## config.mk

```make
export PLATFORM = sky130hd
export DESIGN_NAME = bounded_sorted_unique_id_list_top
export DESIGN_NICKNAME = d
export VERILOG_FILES = /design/src/rtl/bsul_pkg.sv /design/src/rtl/bsul_cell.sv /design/src/rtl/bounded_sorted_unique_id_list_top.sv
export SDC_FILE = /design/constraint.sdc
export NUM_CORES = 2
export LEC_CHECK = 0
export ABC_CLOCK_PERIOD_IN_PS = 10600
export BUFFER_PORTS_ARGS = -buffer_cell sky130_fd_sc_hd__buf_2
export CAP_MARGIN = 10
export CORE_MARGIN = 4
export CORE_UTILIZATION = 60
export DETAILED_ROUTE_END_ITERATION = 12
export PLACE_DENSITY_LB_ADDON = 0.15
export RECOVER_POWER = 25
export SYNTH_ARGS = -nofsm -noshare
export SYNTH_HDL_FRONTEND = slang
export SYNTH_HIERARCHICAL = 1
export SYNTH_SLANG_ARGS = --single-unit
```

## constraint.sdc

```tcl
create_clock -name clk -period 10.6 [get_ports clk]
set_input_delay 0.53 -clock clk [delete_from_list [all_inputs] [get_ports clk]]
set_output_delay 0.53 -clock clk [all_outputs]
set_load 0.05 [all_outputs]
```

## src/rtl/bsul_pkg.sv

```systemverilog
// Package for the bounded sorted unique id list.
// Holds the command codes, register indexes, defaults and the cell control and status structs.
// No dependencies.
package bsul_pkg;

	localparam int DEF_MAX_ENTRIES = 32;
	localparam int ID_W = 32;
	localparam int IDX_W = 5;
	localparam logic [5:0] CAPACITY_RESET = 6'd32;

	typedef enum logic [1:0] {
		CMD_OFFER = 2'd0,
		CMD_READ  = 2'd1,
		CMD_CLEAR = 2'd2
	} cmd_t;

	typedef enum logic {
		REG_LOWER_BOUND   = 1'b0,
		REG_LIST_CAPACITY = 1'b1
	} reg_index_t;

	typedef struct packed {
		logic              commit;
		logic [ID_W-1:0]   ident;
		logic [IDX_W-1:0]  rd_index;
	} bsul_ctl_t;

	typedef struct packed {
		logic              eq;
		logic              open;
		logic [ID_W-1:0]   rd_data;
	} bsul_stat_t;

endpackage

```

## src/rtl/bsul_cell.sv

```systemverilog
// One cell of the sorted list: holds a single entry and compares it against the offered id.
// Takes the neighbor's entry and less-than flag from the cell below. Depends on bsul_pkg.
module bsul_cell
	import bsul_pkg::*;
#(
	parameter int IDX = 0,
	parameter int CNT_W = 6
) (
	input  logic             clk,
	input  bsul_ctl_t        ctl,
	input  logic [CNT_W-1:0] held_count,
	input  logic [CNT_W-1:0] shift_limit,
	input  logic             prev_lt,
	input  logic [ID_W-1:0]  prev_entry,
	output logic             lt,
	output logic [ID_W-1:0]  entry,
	output bsul_stat_t       stat
);

	logic [ID_W-1:0] entry_q;
	logic            in_range;
	logic            in_limit;
	logic            at_pos;
	logic            shift;
	logic            rd_hit;

	assign in_range = CNT_W'(IDX) < held_count;
	assign in_limit = CNT_W'(IDX) <= shift_limit;
	assign lt       = in_range && (entry_q < ctl.ident);
	assign at_pos   = !lt && prev_lt;
	assign shift    = !lt && !prev_lt && in_limit;
	assign rd_hit   = in_range && ({{(32-IDX_W){1'b0}}, ctl.rd_index} == 32'(IDX));
	assign entry    = entry_q;

	assign stat.eq      = in_range && (entry_q == ctl.ident);
	assign stat.open    = at_pos && in_limit;
	assign stat.rd_data = rd_hit ? entry_q : '0;

	always_ff @(posedge clk) begin
		if (ctl.commit && (at_pos || shift)) begin
			entry_q <= at_pos ? ctl.ident : prev_entry;
		end
	end

endmodule

```

## src/rtl/bounded_sorted_unique_id_list_top.sv

```systemverilog
// Top level of the bounded sorted unique id list: configuration, handshake and the cell row.
// Depends on bsul_pkg and bsul_cell.
//
// The block keeps up to MAX_ENTRIES distinct ids in ascending order in a row of cells.
// It takes one command word per clock cycle unless the output side stalls, and returns one
// registered result word for each; every cell compares its entry with the offered id in
// parallel and the row shifts up by one place in the same cycle, so each command is done
// at the edge that accepts it. A finished result waits in the output register while the
// next command is already taken, as long as the output side takes its word.
// Configuration writes are meant for idle periods; no reset pass is needed after reset.
module bounded_sorted_unique_id_list_top
	import bsul_pkg::*;
#(
	parameter int MAX_ENTRIES = DEF_MAX_ENTRIES
) (
	input  logic        clk,
	input  logic        arst_n,
	input  logic        s_tvalid,
	output logic        s_tready,
	input  logic [39:0] s_tdata,   // cmd[1:0], ident[33:2], read_index[38:34], zero[39]
	output logic        m_tvalid,
	input  logic        m_tready,
	output logic [39:0] m_tdata,   // entry_value[31:0], entry_count[37:32], overflowed[38], stored[39]
	input  logic        cfg_we,
	input  logic        cfg_index,
	input  logic [31:0] cfg_data
);

	localparam int CNT_W = $clog2(MAX_ENTRIES + 1);
	localparam int CAP_W = (CNT_W > 6) ? CNT_W : 6;

	logic [ID_W-1:0]  lower_bound_q;
	logic [5:0]       capacity_q;
	logic [CNT_W-1:0] held_count_q;
	logic             flag_q;
	logic             m_tvalid_q;
	logic [39:0]      m_tdata_q;

	logic [1:0]       cmd;
	logic [ID_W-1:0]  ident;
	logic [IDX_W-1:0] read_index;
	logic             accept;
	logic [CAP_W-1:0] cap_ext;
	logic [CAP_W-1:0] max_ext;
	logic [CNT_W-1:0] eff_cap;
	logic             full;
	logic [CNT_W-1:0] shift_limit;
	logic             offer;
	logic             dup;
	logic             fit;
	logic             commit;
	logic [ID_W-1:0]  rd_value;
	logic [CNT_W-1:0] count_next;
	logic             flag_next;
	logic [ID_W-1:0]  entry_value;
	bsul_ctl_t        ctl;

	logic [MAX_ENTRIES:0]  chain_lt;
	logic [ID_W-1:0]       chain_entry [MAX_ENTRIES+1];
	bsul_stat_t            stat [MAX_ENTRIES];

	assign cmd        = s_tdata[1:0];
	assign ident      = s_tdata[33:2];
	assign read_index = s_tdata[38:34];

	assign s_tready = !m_tvalid_q || m_tready;
	assign accept   = s_tvalid && s_tready;
	assign m_tvalid = m_tvalid_q;
	assign m_tdata  = m_tdata_q;

	assign cap_ext     = CAP_W'(capacity_q);
	assign max_ext     = CAP_W'(MAX_ENTRIES);
	assign eff_cap     = CNT_W'((cap_ext > max_ext) ? max_ext : cap_ext);
	assign full        = held_count_q >= eff_cap;
	assign shift_limit = full ? CNT_W'(eff_cap - CNT_W'(1)) : held_count_q;
	assign offer       = (cmd == CMD_OFFER) && (ident != '0) && (ident > lower_bound_q) &&
	                     (eff_cap != '0);
	assign commit      = accept && offer && !dup && fit;

	assign ctl.commit   = commit;
	assign ctl.ident    = ident;
	assign ctl.rd_index = read_index;

	assign chain_lt[0]    = 1'b1;
	assign chain_entry[0] = '0;

	for (genvar g = 0; g < MAX_ENTRIES; g++) begin : g_cell
		bsul_cell #(
			.IDX   (g),
			.CNT_W (CNT_W)
		) u_cell (
			.clk         (clk),
			.ctl         (ctl),
			.held_count  (held_count_q),
			.shift_limit (shift_limit),
			.prev_lt     (chain_lt[g]),
			.prev_entry  (chain_entry[g]),
			.lt          (chain_lt[g+1]),
			.entry       (chain_entry[g+1]),
			.stat        (stat[g])
		);
	end

	always_comb begin
		dup      = 1'b0;
		fit      = 1'b0;
		rd_value = '0;
		for (int i = 0; i < MAX_ENTRIES; i++) begin
			dup      = dup | stat[i].eq;
			fit      = fit | stat[i].open;
			rd_value = rd_value | stat[i].rd_data;
		end
	end

	always_comb begin
		count_next  = held_count_q;
		flag_next   = flag_q;
		entry_value = '0;
		case (cmd)
			CMD_OFFER: begin
				if (offer && !dup) begin
					if (full) begin
						flag_next = 1'b1;
					end else begin
						count_next = held_count_q + CNT_W'(1);
					end
				end
			end
			CMD_READ: begin
				entry_value = rd_value;
			end
			CMD_CLEAR: begin
				count_next = '0;
				flag_next  = 1'b0;
			end
			default: begin
				entry_value = '0;
			end
		endcase
	end

	always_ff @(posedge clk or negedge arst_n) begin
		if (!arst_n) begin
			lower_bound_q <= '0;
			capacity_q    <= CAPACITY_RESET;
		end else if (cfg_we) begin
			case (cfg_index)
				REG_LOWER_BOUND:   lower_bound_q <= cfg_data;
				REG_LIST_CAPACITY: capacity_q    <= cfg_data[5:0];
				default:           capacity_q    <= capacity_q;
			endcase
		end
	end

	always_ff @(posedge clk or negedge arst_n) begin
		if (!arst_n) begin
			held_count_q <= '0;
			flag_q       <= 1'b0;
			m_tvalid_q   <= 1'b0;
		end else begin
			if (accept) begin
				held_count_q <= count_next;
				flag_q       <= flag_next;
				m_tvalid_q   <= 1'b1;
			end else if (m_tready) begin
				m_tvalid_q <= 1'b0;
			end
		end
	end

	always_ff @(posedge clk) begin
		if (accept) begin
			m_tdata_q <= {commit, flag_next, 6'(count_next), entry_value};
		end
	end

endmodule

```

# Word-level counts from Yosys, hierarchy flattened
# Index checks and enable logic that the tools add are counted.
# W data, S select, Z words.
[word_totals]
regBits = 1110
latchBits = 0
mem_bits_rw = 0
mem_bits_ro = 0
output_inout_bits = 42
n_memories = 0
[op_classes]
add_sub_neg = 2
mul = 0
n_div = 0
n_lt_le_gt_ge = 99
n_eq_ne = 65
n_shift = 0
mux = 73
bitwise_logic = 94
n_reduce_logical = 334
[op_table]
columns = ["op", "count"]
rows = [
  ["$mux W32", 63],
  ["$eq A32 B32 Y1", 32],
  ["$lt A32 B32 Y1", 32],
  ["$or A32 B32 Y32", 31],
  ["$logic_and A1 B1 Y1", 261],
  ["$le A5 B6 Y1 const A", 16],
  ["$lt A5 B6 Y1 const A", 16],
  ["$eq A5 B5 Y1 const B", 16],
  ["$or A1 B1 Y1", 62],
  ["$le A4 B6 Y1 const A", 8],
  ["$lt A4 B6 Y1 const A", 8],
  ["$eq A5 B4 Y1 const B", 8],
  ["$logic_not A1 Y1", 34],
  ["$gt A32 B32 Y1", 1],
  ["$logic_or A1 B1 Y1", 32],
  ["$reduce_bool A32 Y1", 1],
  ["$le A3 B6 Y1 const A", 4],
  ["$lt A3 B6 Y1 const A", 4],
  ["$mux W6", 4],
  ["$eq A5 B3 Y1 const B", 4],
  ["$le A1 B6 Y1 const A", 2],
  ["$le A2 B6 Y1 const A", 2],
  ["$lt A1 B6 Y1 const A", 2],
  ["$lt A2 B6 Y1 const A", 2],
  ["other kinds (17)", 22],
]

# Depth between registers and ports, before layout
[logic_depth]
ltp_word = 39
mapped_depth = 20

# Cells and area by module
# The synthesis kept the hierarchy.
[by_module_without_submodules]
columns = ["module", "instances", "cells_per_inst", "area_per_inst_um2"]
rows = [
  ["bounded_sorted_unique_id_list_top", 1, 807, 6761.5],
  ["bsul_cell (g_cell[17].u_cell)", 1, 234, 2646.3],
  ["bsul_cell (g_cell[2].u_cell)", 1, 229, 2613.8],
  ["bsul_cell (g_cell[11].u_cell)", 1, 229, 2612.5],
  ["bsul_cell (g_cell[27].u_cell)", 1, 230, 2611.3],
  ["bsul_cell (g_cell[18].u_cell)", 1, 229, 2608.8],
  ["bsul_cell (g_cell[24].u_cell)", 1, 228, 2608.8],
  ["bsul_cell (g_cell[13].u_cell)", 1, 229, 2606.2],
  ["bsul_cell (g_cell[3].u_cell)", 1, 230, 2605.0],
  ["bsul_cell (g_cell[16].u_cell)", 1, 230, 2602.5],
  ["bsul_cell (g_cell[28].u_cell)", 1, 228, 2602.5],
  ["bsul_cell (g_cell[30].u_cell)", 1, 227, 2602.5],
  ["bsul_cell (g_cell[8].u_cell)", 1, 226, 2600.0],
  ["bsul_cell (g_cell[29].u_cell)", 1, 228, 2598.7],
  ["+19 rows", "-", "-", "-"],
]

# Worst setup path after synthesis
# OpenSTA, ideal clock, no wires.
[synth_timing]
path_kind = "register -> register"
startpoint = "reg held_count_q[0]"
endpoint = "reg g_cell[31].u_cell.entry_q[0] (enable)"
setup_ns = 0.470
arrival_ns = 8.423
t_required_ns = 10.130
slack_ns = 1.707
stages_incl_launch_ff = 16
n_path_buf = 0
cell_sequence = "dfrtp_1 > inv_1 > ha_1 > nand2b_1 > a21oi_1 > o21ai_0 > a31o_2 > o21ai_0 > a2111oi_0 > nor2_1 > nor4_1 > nand4_1 > o21ai_0 > nor3_1 > inv_1 > a211oi_1"
[synth_lines]
columns = ["element", "line", "rtl"]
rows = [
  ["start: declaration", "bounded_sorted_unique_id_list_top.sv:34", "logic [CNT_W-1:0] held_count_q;"],
  ["start signal: assignment", "bounded_sorted_unique_id_list_top.sv:162", "held_count_q <= count_next;"],
  ["end signal: assignment", "bsul_cell.sv:41", "entry_q <= at_pos ? ctl.ident : prev_entry;"],
  ["end: declaration", "bsul_cell.sv:20", "logic [ID_W-1:0] entry_q;"],
]

==> metrics.cfg <==
[cells_and_area]
drive_gt1_share_pct = 17.0
layout.nets = 9538
area_delta_synth_final_pct = 7.23
finalCoreUtilization_pct = 65.1
finish.cell_count_without_fillers = 10421

[global_routing]
grt_start_max_net_pins = 67
grt_first_pass_wirelength_microns = 393000
first_global_vias = 65226
grt.total_usage_pct = 33.6
gr-total-overflow = 0
initial_antenna_violation_count = 10

[logic_synthesis]
synth.ff_latch_count = 1110
synth_top_area_share_pct = 36.0
synth_seq_area_share_pct = 37.3
postSynthAreaPerCell_sq_um = 10.9
synth.area.top_cells = edfxtp_1, ha_1, mux2_4
synth_largest_area_cell = edfxtp_1
synthArstFlopShare_pct = 4.14
ys.warnings.count = 6
synth_top_flop_cell = edfxtp_1
synthDistinctLibCells = 87
synthesis.instances = 8111
netlist_area_sq_mm = 0.0887
synth-edff-count = 1064

[clock_tree]
max-clock-path-buffers = 3
post_cts.resized_instances = 0
clock_insertion_delay_worst_skew_ns = 0.78
cts_htree_levels = 4
tritoncts_num_sinks = 1110
cts_made_buffers = 138
cts_hold_repair.buffers = 32
clockRootBuffer = clkbuf_16
postCtsSetupBuffers = 0
worst_setup_hold_path_clk_slew_ns = 0.06
cts_tree = yes

[floorplan]
chipWidth_microns = 393
die_area_sq_mm = 0.154
die-height_microns = 393
floorplan.initialDensity_pct = 60.7
io-pin-count = 120
row_count = 140
core_region_area_sq_mm = 0.146

[drt]
wire_per_inst_microns = 25.4
drt-vias-per-instance = 6.19
drt_pre_antenna_iters = 7
wl_microns = 265000
detail-route-antenna-nets = 0
number_of_drc_markers_in_iteration_0 = 5768
drc_viols = 0
via_count = 64535

[outcome]
status = complete, but fails checks
violations = max-capacitance violations, max-slew violations

[timing]
fin_ws_ns = 2.15
finClkSkew_ns = 0.0301
fin_setup_tns_ns = 0
timing.final.crit_period_ns = 8.45
setup-violations-final = 0
hold_violations = 0
clock.fmax_mhz = 118
grt_setup_unrepaired = false
timing.final.max_slew_violations = 556
max_slew.worst_pin.slew_ns = 3.46
min_period_over_period_pct = 79.7
max_slew_margin_pct = -131

[place]
port_buffers = 118
place_ws_ns = 3.46
placedCellCount = 10140
place.detailed.hpwl_microns = 201000
gpl.final_weighted_congestion = 0.976

[power]
power_density_mw_per_mm2 = 128
cellLeakagePower_uw = 0.0423
finalPower_uw = 12200
ir_worst_vdd_uv = 149

[worst_setup_path]
worst-endpoint-required_ns = 11.08
worstPathMaxFanout = 35
critical_path.startpoint_type = primary input
arrival_ns = 8.94
path_class = in -> reg
critPathCaptureType = register

[run]
maxCapViolations = 15

[hold_path]
min-delay-path-class = in -> reg

==> metal layers <==
metal | global-route usage, % | part of all wire (%) | vias up | wire length, microns
li1 | - | - | 29962 | -
met1 | 40.9 | 39 | 31522 | 103000
met2 | 57.2 | 48 | 2392 | 126000
met3 | 6.49 | 7.6 | 649 | 20200
met4 | 16.5 | 5.7 | 10 | 15000
met5 | 0 | 0.025 | - | 65
==> worst paths after layout <==
path                                               end  depth (start not counted)  slack (ns)              from
setup / recovery           g_cell[29].u_cell/entry[23]                         21        2.15       s_tdata[16]
hold / removal                       lower_bound_q[13]                          3        0.16      cfg_data[13]
setup reg to reg           g_cell[30].u_cell/entry[13]                         18        3.43   held_count_q[2]
hold reg to reg                       lower_bound_q[0]                          1        0.53  lower_bound_q[0]
max in group asynchronous              held_count_q[5]                          3        6.93            arst_n
min in group asynchronous            lower_bound_q[16]                          3        1.55            arst_n
==> power breakdown <==
part	total [uW]	internal, uW	switching, uW
logic	2530	971	1560
clock network	4630	2680	1950
registers	5020	4960	60.4
total	12200	8610	3560
==> state kept, by name, indices dropped and copies added (netlist names) <==
name                 flops
cap_ext                  6
m_tdata                 40
held_count_q             6
m_tvalid                 1
lower_bound_q           32
flag_q                   1
g_cell.u_cell/entry   1024
==> layout make-up <==
| class | count | area, sq um |
|---|---|---|
| antenna | 4 | 10.0 |
| clock buffer | 173 | 3770 |
| clock inverter | 72 | 541 |
| fill | 11547 | 51100 |
| inverter | 1127 | 4230 |
| multi-input combinational | 5701 | 49000 |
| sequential | 1110 | 33100 |
| tap | 1917 | 2400 |
| timing repair buffer | 317 | 2060 |
==> critical path: stages <==
cell	delay, ns
buf_2	0.11
clkbuf_1	1.55
clkbuf_1	1.33
inv_1	0.16
ha_1	0.39
nand4_1	0.17
nor4_1	0.78
a21bo_2	0.32
a31oi_4	0.21
nor2_1	0.17
o21ai_4	0.09
buf_4	0.55
nor2_1	0.11
nor4_1	0.61
nand4_1	0.37
o21ai_0	0.33
nor3_2	0.08
buf_4	0.28
o31ai_1	0.17
nor2_4	0.21
buf_4	0.30
==> kinds of logic (layout without fill, tap and decap cells) <==
logic type / Yosys count / after routing / synth area share (%)
mux: 1032 / 1032 / 16.1
buf+inv: 1331 / 1689 / 6.86
other cells: 2 / 37 / 0.00846
fa+ha+maj: 1065 / 1065 / 15.0
compound gates: 1000 / 1000 / 7.89
flops: 1110 / 1110 / 37.3
simple gates: 2567 / 2567 / 16.8
xor+xnor: 4 / 4 / 0.0395
==> cells in the mapped netlist (170+ instances only) <==
library cell	n
nand4_1	238
and2_1	1006
nand2_1	339
a21oi_1	419
edfxtp_1	1064
o21ai_0	170
inv_1	1127
ha_1	1065
nor4_1	358
mux2_4	708
nor2_1	284
mux2_2	302
==> layout by cell type (no fill, tap or decap), types with 39 or more instances in the layout <==
cell type,count
nor4_1,352
nand2_1,339
and2_1,1002
nor2_1,266
clkbuf_16,144
o21ai_0,171
ha_1,1065
mux2_1,281
mux2_4,448
a21oi_1,418
a211oi_1,39
buf_2,75
a221o_1,42
nand3_1,89
buf_4,148
mux2_2,302
clkbuf_1,84
nand4_1,239
inv_1,1127
edfxtp_1,1064
dfrtp_1,44
==> through the flow <==
stage	area, sq um	hold slack (ns)
floorplan	88900	0.234
global placement	91700	0.506
detailed placement	91700	0.519
CTS	96300	0.109
global route	95100	0.143
finish	95200	0.161
Power figures use the tool's default switching activity.
